$ cat config.mk
export PLATFORM = sky130hd
export DESIGN_NAME = sensor_running_statistics
export DESIGN_NICKNAME = d
export VERILOG_FILES = /design/src/hw/rtl/srs_pkg.sv /design/src/hw/rtl/srs_front.sv /design/src/hw/rtl/srs_queue.sv /design/src/hw/rtl/srs_back.sv /design/src/hw/rtl/sensor_running_statistics.sv
export SDC_FILE = /design/constraint.sdc
export NUM_CORES = 2
export LEC_CHECK = 0
export ABC_CLOCK_PERIOD_IN_PS = 9800
export BUFFER_PORTS_ARGS = -buffer_cell sky130_fd_sc_hd__buf_2
export CAP_MARGIN = 10
export CORE_MARGIN = 3
export CORE_UTILIZATION = 57
export CTS_CLUSTER_DIAMETER = 50
export CTS_CLUSTER_SIZE = 25
export DETAILED_ROUTE_END_ITERATION = 12
export HOLD_SLACK_MARGIN = 0.12
export PLACE_DENSITY = 0.83
export SYNTH_ARGS = -nofsm -noshare
export SYNTH_HDL_FRONTEND = slang
export SYNTH_SLANG_ARGS = --single-unit
export TNS_END_PERCENT = 50
$ cat constraint.sdc
create_clock -name i_clk -period 9.8 [get_ports i_clk]
set_input_delay 1.96 -clock i_clk [delete_from_list [all_inputs] [get_ports i_clk]]
set_output_delay 1.96 -clock i_clk [all_outputs]
set_load 0.02 [all_outputs]
$ cat src/hw/rtl/srs_pkg.sv
// shared types, packet codes and classification for the sensor running statistics block
package srs_pkg;

    localparam logic [7:0] TYPE_CO2   = 8'hB2;
    localparam logic [7:0] TYPE_TEMP  = 8'hB3;
    localparam logic [7:0] TYPE_HUM   = 8'hB4;
    localparam logic [7:0] TYPE_TVOC  = 8'hB5;

    localparam logic [1:0] CH_TEMP = 2'd0;
    localparam logic [1:0] CH_HUM  = 2'd1;
    localparam logic [1:0] CH_CO2  = 2'd2;
    localparam logic [1:0] CH_TVOC = 2'd3;

    localparam logic [8:0] MIN_LENGTH = 9'd5;

    localparam int QUEUE_DEPTH = 2;
    localparam int QUEUE_PTR_W = 1;
    localparam int QUEUE_CNT_W = 2;

    typedef struct packed {
        logic        known;
        logic [1:0]  channel;
    } t_class;

    typedef struct packed {
        logic        hit;
        logic [1:0]  channel;
        logic [31:0] sample;
    } t_cmd;

    function automatic t_class class_of(input logic [7:0] ptype);
        t_class c;
        c.known   = 1'b1;
        c.channel = CH_TEMP;
        case (ptype)
            TYPE_TEMP: c.channel = CH_TEMP;
            TYPE_HUM:  c.channel = CH_HUM;
            TYPE_CO2:  c.channel = CH_CO2;
            TYPE_TVOC: c.channel = CH_TVOC;
            default:   c.known   = 1'b0;
        endcase
        return c;
    endfunction

endpackage

$ cat src/hw/rtl/srs_front.sv
// front end: takes packets, classifies them and pushes commands into the queue
module srs_front #(
    parameter int CHANNELS = 4
) (
    input  logic          i_clk,
    input  logic          i_rst_n,
    input  logic          i_valid,
    output logic          o_stall,
    input  logic [7:0]    i_packet_type,
    input  logic [8:0]    i_packet_length,
    input  logic [31:0]   i_sample_value,
    output logic          o_push,
    output srs_pkg::t_cmd o_cmd,
    input  logic          i_full
);

    logic          r_valid;
    srs_pkg::t_cmd r_cmd;
    srs_pkg::t_cmd n_cmd;
    srs_pkg::t_class cls;
    logic          take;

    always_comb begin
        cls        = srs_pkg::class_of(i_packet_type);
        n_cmd.hit  = cls.known && (int'(cls.channel) < CHANNELS)
                     && (i_packet_length >= srs_pkg::MIN_LENGTH);
        n_cmd.channel = n_cmd.hit ? cls.channel : 2'd0;
        n_cmd.sample  = n_cmd.hit ? i_sample_value : 32'd0;
    end

    assign o_push  = r_valid && !i_full;
    assign o_stall = r_valid && i_full;
    assign take    = i_valid && !o_stall;
    assign o_cmd   = r_cmd;

    always_ff @(posedge i_clk) begin
        if (!i_rst_n) begin
            r_valid <= 1'b0;
        end else begin
            if (take) begin
                r_valid <= 1'b1;
            end else if (o_push) begin
                r_valid <= 1'b0;
            end
        end
        if (take) begin
            r_cmd <= n_cmd;
        end
    end

endmodule

$ cat src/hw/rtl/srs_queue.sv
// short command queue between the front end and the statistics engine
module srs_queue (
    input  logic          i_clk,
    input  logic          i_rst_n,
    input  logic          i_push,
    input  srs_pkg::t_cmd i_cmd,
    output logic          o_full,
    input  logic          i_pop,
    output logic          o_empty,
    output srs_pkg::t_cmd o_cmd
);

    srs_pkg::t_cmd r_mem [srs_pkg::QUEUE_DEPTH];
    logic [srs_pkg::QUEUE_PTR_W-1:0] r_wr_ptr;
    logic [srs_pkg::QUEUE_PTR_W-1:0] r_rd_ptr;
    logic [srs_pkg::QUEUE_CNT_W-1:0] r_count;

    assign o_full  = (r_count == srs_pkg::QUEUE_CNT_W'(srs_pkg::QUEUE_DEPTH));
    assign o_empty = (r_count == '0);
    assign o_cmd   = r_mem[r_rd_ptr];

    always_ff @(posedge i_clk) begin
        if (!i_rst_n) begin
            r_wr_ptr <= '0;
            r_rd_ptr <= '0;
            r_count  <= '0;
        end else begin
            if (i_push) begin
                r_wr_ptr <= r_wr_ptr + 1'b1;
            end
            if (i_pop) begin
                r_rd_ptr <= r_rd_ptr + 1'b1;
            end
            if (i_push && !i_pop) begin
                r_count <= r_count + 1'b1;
            end else if (i_pop && !i_push) begin
                r_count <= r_count - 1'b1;
            end
        end
        if (i_push) begin
            r_mem[r_wr_ptr] <= i_cmd;
        end
    end

endmodule

$ cat src/hw/rtl/srs_back.sv
// statistics engine: channel state update, bit-serial mean divider and result register
module srs_back #(
    parameter int CHANNELS   = 4,
    parameter int COUNT_BITS = 24
) (
    input  logic                  i_clk,
    input  logic                  i_rst_n,
    input  logic                  i_q_empty,
    input  srs_pkg::t_cmd         i_q_cmd,
    output logic                  o_q_pop,
    output logic                  o_valid,
    input  logic                  i_stall,
    output logic                  o_accepted,
    output logic [1:0]            o_channel,
    output logic [31:0]           o_echo_value,
    output logic [31:0]           o_mean_value,
    output logic [31:0]           o_lowest_value,
    output logic [31:0]           o_highest_value,
    output logic [COUNT_BITS-1:0] o_sample_count
);

    localparam int SUM_W     = 32 + COUNT_BITS;
    localparam int IDX_W     = (CHANNELS > 1) ? $clog2(CHANNELS) : 1;
    localparam int DIV_CNT_W = $clog2(SUM_W + 1);

    typedef enum logic [3:0] {
        S_IDLE = 4'b0001,
        S_LOAD = 4'b0010,
        S_DIV  = 4'b0100,
        S_DONE = 4'b1000
    } t_state;

    logic [SUM_W-1:0]      r_sum [CHANNELS];
    logic [COUNT_BITS-1:0] r_cnt [CHANNELS];
    logic [31:0]           r_min [CHANNELS];
    logic [31:0]           r_max [CHANNELS];

    t_state                r_state, n_state;
    srs_pkg::t_cmd         r_cmd;
    logic                  r_neg;
    logic [COUNT_BITS-1:0] r_div;
    logic [COUNT_BITS-1:0] r_rem, n_rem;
    logic [SUM_W-1:0]      r_quo, n_quo;
    logic [DIV_CNT_W-1:0]  r_steps;
    logic                  r_out_valid;

    logic [IDX_W-1:0]      head_idx, cur_idx;
    logic [COUNT_BITS-1:0] head_cnt, n_cnt;
    logic [SUM_W-1:0]      n_sum, cur_sum, mag;
    logic [31:0]           head_min, head_max, n_min, n_max, sample, mean;
    logic                  first;
    logic [COUNT_BITS:0]   trial, diff;
    logic                  out_free;

    assign head_idx = IDX_W'(i_q_cmd.channel);
    assign cur_idx  = IDX_W'(r_cmd.channel);
    assign out_free = !r_out_valid || !i_stall;
    assign o_q_pop  = (r_state == S_IDLE) && !i_q_empty;
    assign o_valid  = r_out_valid;

    always_comb begin
        sample   = i_q_cmd.sample;
        head_cnt = r_cnt[head_idx];
        head_min = r_min[head_idx];
        head_max = r_max[head_idx];
        first    = (head_cnt == '0);
        n_min    = (first || ($signed(sample) < $signed(head_min))) ? sample : head_min;
        n_max    = (first || ($signed(sample) > $signed(head_max))) ? sample : head_max;
        if (head_cnt == '1) begin
            n_cnt = head_cnt;
            n_sum = r_sum[head_idx];
        end else begin
            n_cnt = head_cnt + 1'b1;
            n_sum = r_sum[head_idx] + {{COUNT_BITS{sample[31]}}, sample};
        end

        cur_sum = r_sum[cur_idx];
        mag     = cur_sum[SUM_W-1] ? (~cur_sum + 1'b1) : cur_sum;

        // restoring division, one quotient bit per cycle
        trial = {r_rem, r_quo[SUM_W-1]};
        diff  = trial - {1'b0, r_div};
        if (trial >= {1'b0, r_div}) begin
            n_rem = diff[COUNT_BITS-1:0];
            n_quo = {r_quo[SUM_W-2:0], 1'b1};
        end else begin
            n_rem = trial[COUNT_BITS-1:0];
            n_quo = {r_quo[SUM_W-2:0], 1'b0};
        end

        mean = r_neg ? (~r_quo[31:0] + 1'b1) : r_quo[31:0];

        n_state = r_state;
        case (r_state)
            S_IDLE: begin
                if (!i_q_empty) begin
                    n_state = i_q_cmd.hit ? S_LOAD : S_DONE;
                end
            end
            S_LOAD: n_state = S_DIV;
            S_DIV: begin
                if (r_steps == DIV_CNT_W'(1)) begin
                    n_state = S_DONE;
                end
            end
            S_DONE: begin
                if (out_free) begin
                    n_state = S_IDLE;
                end
            end
            default: n_state = S_IDLE;
        endcase
    end

    always_ff @(posedge i_clk) begin
        if (!i_rst_n) begin
            r_state     <= S_IDLE;
            r_out_valid <= 1'b0;
            for (int i = 0; i < CHANNELS; i++) begin
                r_sum[i] <= '0;
                r_cnt[i] <= '0;
            end
        end else begin
            r_state <= n_state;
            if ((r_state == S_DONE) && out_free) begin
                r_out_valid <= 1'b1;
            end else if (!i_stall) begin
                r_out_valid <= 1'b0;
            end
            if (o_q_pop && i_q_cmd.hit) begin
                r_sum[head_idx] <= n_sum;
                r_cnt[head_idx] <= n_cnt;
            end
        end

        if (o_q_pop) begin
            r_cmd <= i_q_cmd;
            if (i_q_cmd.hit) begin
                r_min[head_idx] <= n_min;
                r_max[head_idx] <= n_max;
            end
        end

        case (r_state)
            S_LOAD: begin
                r_neg   <= cur_sum[SUM_W-1];
                r_div   <= r_cnt[cur_idx];
                r_rem   <= '0;
                r_quo   <= mag;
                r_steps <= DIV_CNT_W'(SUM_W);
            end
            S_DIV: begin
                r_rem   <= n_rem;
                r_quo   <= n_quo;
                r_steps <= r_steps - 1'b1;
            end
            S_DONE: begin
                if (out_free) begin
                    o_accepted <= r_cmd.hit;
                    if (r_cmd.hit) begin
                        o_channel       <= r_cmd.channel;
                        o_echo_value    <= r_cmd.sample;
                        o_mean_value    <= mean;
                        o_lowest_value  <= r_min[cur_idx];
                        o_highest_value <= r_max[cur_idx];
                        o_sample_count  <= r_cnt[cur_idx];
                    end else begin
                        o_channel       <= 2'd0;
                        o_echo_value    <= 32'd0;
                        o_mean_value    <= 32'd0;
                        o_lowest_value  <= 32'd0;
                        o_highest_value <= 32'd0;
                        o_sample_count  <= '0;
                    end
                end
            end
            default: ;
        endcase
    end

endmodule

$ cat src/hw/rtl/sensor_running_statistics.sv
// top level of the sensor running statistics block
// Keeps a running sum, sample count, minimum and maximum for up to CHANNELS sensor
// channels (temp, humidity, co2, tvoc) and returns one result transaction for every
// packet transaction, in order. A recognized packet of at least five bytes updates its
// channel and reports the sample, the mean (sum over count, truncated toward zero), the
// minimum, the maximum and the count; anything else returns a result with accepted low
// and all fields zero. The mean of an updating packet comes from the bit-serial mean
// divider, which produces one quotient bit per cycle; an ignored packet skips the
// divider. A two-entry queue between the packet front end and the statistics engine
// lets new packets be taken while a mean is being computed or a result waits for the
// output stall to drop. Statistics run from reset.
module sensor_running_statistics #(
    parameter int CHANNELS   = 4,
    parameter int COUNT_BITS = 24
) (
    input  logic                  i_clk,
    input  logic                  i_rst_n,
    input  logic                  i_valid,
    output logic                  o_stall,
    input  logic [7:0]            i_packet_type,
    input  logic [8:0]            i_packet_length,
    input  logic signed [31:0]    i_sample_value,
    output logic                  o_valid,
    input  logic                  i_stall,
    output logic                  o_accepted,
    output logic [1:0]            o_channel,
    output logic signed [31:0]    o_echo_value,
    output logic signed [31:0]    o_mean_value,
    output logic signed [31:0]    o_lowest_value,
    output logic signed [31:0]    o_highest_value,
    output logic [COUNT_BITS-1:0] o_sample_count
);

    logic          q_push, q_full, q_pop, q_empty;
    srs_pkg::t_cmd push_cmd, head_cmd;

    srs_front #(
        .CHANNELS(CHANNELS)
    ) u_front (
        .i_clk          (i_clk),
        .i_rst_n        (i_rst_n),
        .i_valid        (i_valid),
        .o_stall        (o_stall),
        .i_packet_type  (i_packet_type),
        .i_packet_length(i_packet_length),
        .i_sample_value (i_sample_value),
        .o_push         (q_push),
        .o_cmd          (push_cmd),
        .i_full         (q_full)
    );

    srs_queue u_queue (
        .i_clk  (i_clk),
        .i_rst_n(i_rst_n),
        .i_push (q_push),
        .i_cmd  (push_cmd),
        .o_full (q_full),
        .i_pop  (q_pop),
        .o_empty(q_empty),
        .o_cmd  (head_cmd)
    );

    srs_back #(
        .CHANNELS  (CHANNELS),
        .COUNT_BITS(COUNT_BITS)
    ) u_back (
        .i_clk          (i_clk),
        .i_rst_n        (i_rst_n),
        .i_q_empty      (q_empty),
        .i_q_cmd        (head_cmd),
        .o_q_pop        (q_pop),
        .o_valid        (o_valid),
        .i_stall        (i_stall),
        .o_accepted     (o_accepted),
        .o_channel      (o_channel),
        .o_echo_value   (o_echo_value),
        .o_mean_value   (o_mean_value),
        .o_lowest_value (o_lowest_value),
        .o_highest_value(o_highest_value),
        .o_sample_count (o_sample_count)
    );

    a_no_overflow: assert property (@(posedge i_clk) disable iff (!i_rst_n)
        q_push |-> !q_full)
        else $error("command queue written while full");

    a_no_underflow: assert property (@(posedge i_clk) disable iff (!i_rst_n)
        q_pop |-> !q_empty)
        else $error("command queue read while empty");

    a_mean_in_range: assert property (@(posedge i_clk) disable iff (!i_rst_n)
        (o_valid && o_accepted) |->
            (o_lowest_value <= o_mean_value) && (o_mean_value <= o_highest_value)
            && (o_sample_count != '0))
        else $error("mean outside the channel range or count zero");

    a_ignored_zero: assert property (@(posedge i_clk) disable iff (!i_rst_n)
        (o_valid && !o_accepted) |->
            (o_sample_count == '0) && (o_mean_value == 32'sd0) && (o_channel == 2'd0))
        else $error("ignored packet result carries data");

endmodule

# After elaboration in Yosys (flattened, before gate mapping)
# Memories as Yosys holds them, arrays and structs flattened. A register that Yosys moved wholly into a read port is not among the register bits.
# Cells that the tools add are included.
# word_totals
romBits	0
register_bits	282
latchBits	0
in_bits	53
word_cells	132
mem_bits_rw	646
memories	5
# classes
reduce_logical	31
shift	0
bitwise_logic	2
div_mod_pow	0
multipliers	0
n_addsub	10
mux	43
eq_ne	15
magnitude_cmp	4
# mem_list
name	words	width	read_ports	rd_ports_with_merged_regs	write_ports	line_no	text
u_back.r_sum	4	56	2	1	4	srs_back.sv:33	logic [SUM_W-1:0] r_sum [CHANNELS];
u_back.r_max	4	32	2	1	1	srs_back.sv:36	logic [31:0] r_max [CHANNELS];
u_back.r_min	4	32	2	1	1	srs_back.sv:35	logic [31:0] r_min [CHANNELS];
u_back.r_cnt	4	24	2	1	4	srs_back.sv:34	logic [COUNT_BITS-1:0] r_cnt [CHANNELS];
u_queue.r_mem	2	35	1	1	1	srs_queue.sv:13	srs_pkg::t_cmd r_mem [srs_pkg::QUEUE_DEPTH];
# ops
op	count
56-bit two-way mux	3
56-bit case mux with 2 select lines	1
32-bit two-way mux	3
24-bit two-way mux	3
56-bit by 1-bit adder with 56-bit output (second input constant)	1
56-bit adder	1
56-bit inverter	1
56-bit OR reduction	1
24-bit case mux with 2 select lines	1
32-bit by 1-bit adder with 32-bit output (second input constant)	1
8-bit == test (second input constant)	4
32-bit greater-than comparator	1
32-bit < comparator	1
32-bit inverter	1
25-bit by 24-bit >= comparator with 1-bit output	1
24-bit by 1-bit adder with 24-bit output (second input constant)	1
24-bit == test (second input constant)	1
24-bit logical NOT	1
24-bit OR reduction	1
24-bit subtractor	1
1-bit two-way mux	19
4-bit two-way mux	4
4-bit case mux with 4 select lines	1
2-bit two-way mux	6
other kinds (23)	46

# Longest topological paths before layout
# depth
depth_word	9
depth_mapped	23
ltp_nobuf	16

# Hierarchy
# A second synthesis with hierarchy kept.
# hier_totals
hier_cells	3805
hier_area_um2	52004.9
# modules_own_cells
module	cells_each	area_each_um2	n_inst	seq_area_each_um2
srs_back	3547	47510.6	1	26475.4
srs_queue	131	2742.6	1	2202.1
srs_front	127	1751.7	1	1071.0

# Worst setup path after synthesis
# Ideal clock, no wire load.
# synth_path
path_type	input to register
startpoint	input i_stall
endpoint	register u_back.o_accepted (enable)
cell_stages	1
t_arrival_ps	9430
t_required_ps	9079
slack_ps	-351
setup_ps	721
cell_sequence	a21oi_1
# synth_between
elab_chain_cells	3
# synth_rtl
element	line_no	text
start: declaration	sensor_running_statistics.sv:24	input logic i_stall,
1-bit logical NOT	srs_back.sv:57	assign out_free = !r_out_valid || !i_stall;
1-bit logical OR	srs_back.sv:57	
2-bit AND reduction (no source line)	n/a	
end signal: assignment	srs_back.sv:159	o_accepted <= r_cmd.hit;
end: declaration	srs_back.sv:13	output logic o_accepted,
# No other way between the ends.
# A chain may end at the register's enable or synchronous reset.

==> impl_metrics.env <==
export IMPL_grt_pass1_vias=35400
export IMPL_drc=0
export IMPL_via_per_inst=6.58
export IMPL_nets=4383
export IMPL_cts_resized=0
export IMPL_grt_overflow=0
export IMPL_antenna_left=0
export IMPL_clock_path_buffers=3
export IMPL_clock_skew_ns=0.0355
export IMPL_syn_to_final_growth_pct=11.4
export IMPL_hold_slack_ns=0.445
export IMPL_ys_ff_latch=995
export IMPL_seq_area_frac_synth=0.574
export IMPL_drv_cap=0
export IMPL_row_count=109
export IMPL_final_util=0.647
export IMPL_place_gp_congestion=0.947
export IMPL_tns_ns=0
export IMPL_yosys_top_cells_area="edfxtp_1 (57%), mux4_2 (11%), ha_1 (3.8%), nor2_1 (3.2%), nand2_1 (2.6%)"
export IMPL_worstPathMaxFanout=82
export IMPL_synth_cell_types=81
export IMPL_synth_cells=4009
export IMPL_first_pass_iters=6
export IMPL_dpl_instance_area_sq_um=54200
export IMPL_grt_start_max_net_pins=116
export IMPL_synthArstFlopShare=0
export IMPL_syn_area_sq_um=51800
export IMPL_irDropWorstVdd_mv=0.218
export IMPL_outcome="complete, no violations"
export IMPL_post_cts_buffers=0
export IMPL_slew_violations=0
export IMPL_rsz0062_at_grt="false"
export IMPL_wire_per_inst_microns=24.9
export IMPL_root_buffer="clkbuf_16"
export IMPL_pwr_density_cell_nw_per_um2=305
export IMPL_initial_core_util=0.580
export IMPL_finalSetupViolCount=0
export IMPL_synth_top_area_cell="edfxtp_1"
export IMPL_vias=35700
export IMPL_cp_start_kind="flop"
export IMPL_initialDrtViolationCount=5128
export IMPL_clk_latency_ns=0.69
export IMPL_dp_hpwl_mm=87.0
export IMPL_synth_top_area_frac=0.569
export IMPL_cts_tree="yes"
export IMPL_final_seq_area_sq_um=29800
export IMPL_crit_required_ns=10.24
export IMPL_antenna_found_initial=6
export IMPL_ys_flop_type="edfxtp_1"
export IMPL_arrival_ns=7.04
export IMPL_grt_pass1_wl_mm=206
export IMPL_cts_hold_buf=0
export IMPL_leakagePower_nw=21.4
export IMPL_worst_pin_slew_ns=1.19
export IMPL_worstSetupPathType="reg2reg"
export IMPL_grt_usage=0.284
export IMPL_fmaxAchievable_ghz=0.151
export IMPL_die_h_microns=308
export IMPL_die_x_microns=308
export IMPL_endpoint_kind="flop"
export IMPL_clkTransAtPathRegs_ns=0.07
export IMPL_cts_htree_levels=3
export IMPL_final_area_sq_um=57800
export IMPL_cts_buffers_inserted=101
export IMPL_ys_warn_count=0
export IMPL_finalCritPeriodShare=0.674
export IMPL_core_area_sq_um=89300
export IMPL_synth_edf_count=982
export IMPL_avgSynthCellArea_sq_um=12.9
export IMPL_hold_viol_final=0
export IMPL_period_needed_ns=6.60
export IMPL_synth_fp_nets=4221
export IMPL_cts_sinks=995
export IMPL_numPortBuffers=209
export IMPL_holdCritPathClass="reg2reg"
export IMPL_maxSlewHeadroom=0.210
export IMPL_fillCellCount=6057
export IMPL_drive_gt1_frac=0.183
export IMPL_wl_mm=135
export IMPL_pin_count=210
export IMPL_die_area_sq_um=94600
export IMPL_multi_input_area_sq_um=20700
critical path, stage by stage, from the launching register on:
cell and delay, ns:
dfxtp_2 0.34, mux2i_4 0.18, buf_4 0.32, inv_8 0.65, buf_4 0.86, mux4_2 0.63, inv_1 0.11, fa_1 0.20
nand2b_1 0.14, a21oi_1 0.12, o2111ai_1 0.40, nand3_1 0.25, a211oi_1 0.89, o21ai_0 0.35, a41oi_1 0.32, xor2_1 0.17
a21oi_1 0.12, and2_1 0.19
sequential cells by signal, summed over array words and instances, names as in the netlist, 4 cells and up, named ones only:
| signal | flops |
|---|---|
| u_back.r_sum | 224 |
| u_back.r_max | 128 |
| u_back.r_min | 128 |
| u_back.r_cnt | 96 |
| u_queue.r_mem | 70 |
| u_back.r_quo | 56 |
| u_front.o_cmd | 35 |
| u_back.r_cmd | 33 |
| u_back.o_echo_value | 32 |
| u_back.o_highest_value | 32 |
| u_back.o_lowest_value | 32 |
| u_back.o_mean_value | 32 |
| u_back.o_sample_count | 24 |
| u_back.r_div | 24 |
| u_back.r_rem | 24 |
| u_back.r_steps | 6 |
| u_back.r_state | 4 |
synth_stat cells, drive strengths merged (11+ instances only):
master	count
nor3	45
mux2i	94
or4	11
dfxtp	13
nand4	30
a211oi	22
inv	188
mux4	256
nand3	105
o21ai	141
nand2b	20
and3	14
and2	204
or3	13
o21bai	12
nand2	357
a221o	31
nor2	442
o31ai	22
nor2b	15
a22oi	31
a21o	64
ha	157
nor4	25
a31oi	20
xnor2	127
buf	65
edfxtp	982
o221ai	34
clkbuf	150
xor2	50
a21oi	150
final timing paths:
| path | from | slack (ns) | cells past startpoint | end |
|---|---|---|---|---|
| max | flop | 3.20 | 17 | u_back.r_sum[0][42]$_SDFFCE_PN0P_ |
| min | u_front.o_cmd[20]$_SDFFCE_PN0P_ | 0.45 | 0 | u_queue.r_mem[1][20]$_DFFE_PP_ |
| max reg2reg | flop | 3.20 | 17 | u_back.r_sum[0][42]$_SDFFCE_PN0P_ |
| min reg2reg | u_front.o_cmd[20]$_SDFFCE_PN0P_ | 0.45 | 0 | u_queue.r_mem[1][20]$_DFFE_PP_ |
layout make-up:
type	count	area share
inverter	190	0.0126
sequential	995	0.515
clock inverter	85	0.0182
tap	1165	0.0252
clock buffer	105	0.0440
antenna	4	0.000173
timing repair buffer	274	0.0268
multi-input combinational	2609	0.358
placed cells by master, fill, tap and decap left out, drive strengths merged, types with 31 or more instances in the layout:
cell type / n
nand3: 105
a21o: 64
clkbuf: 105
edfxtp: 982
xor2: 50
nand2: 357
and2: 204
o221ai: 34
xnor2: 127
buf: 274
nor3: 45
a22oi: 31
nor2: 442
a21oi: 150
inv: 223
ha: 157
clkinv: 36
o21ai: 141
mux2i: 94
a221o: 31
mux4: 256
power by group:
group	total, mW	internal [mW]	switching (mW)
Clock	4.11	2.24	1.87
Combinational	7.48	2.74	4.75
Sequential	6.03	5.78	0.253
Total	17.6	10.8	6.87
layer usage:
layer / up-vias / track usage / wire, microns
met5: - / 0 / 19
li1: 15400 / - / -
met2: 2355 / 0.444 / 62300
met3: 406 / 0.0791 / 17300
met1: 17500 / 0.372 / 49100
met4: 2 / 0.136 / 6430
through the flow:
step / std cells / power, mW / worst slack, ns
floorplan: 4009 / 11.3 / 0.625
detailed placement: 5233 / 13.3 / 3.36
global route: 5424 / 18.4 / 2.83
finish: 5427 / 17.6 / 3.20
global placement: 5233 / 13.1 / 3.50
CTS: 5423 / 17.5 / 3.31
kinds of logic after synthesis:
kind of cell | synth area share
simple gates | 0.119
buf+inv | 0.0312
compound gates | 0.0763
xor+xnor | 0.0299
flops | 0.574
fa+ha+maj | 0.0387
mux | 0.131
No activity file was read; power rests on OpenSTA's default activity.
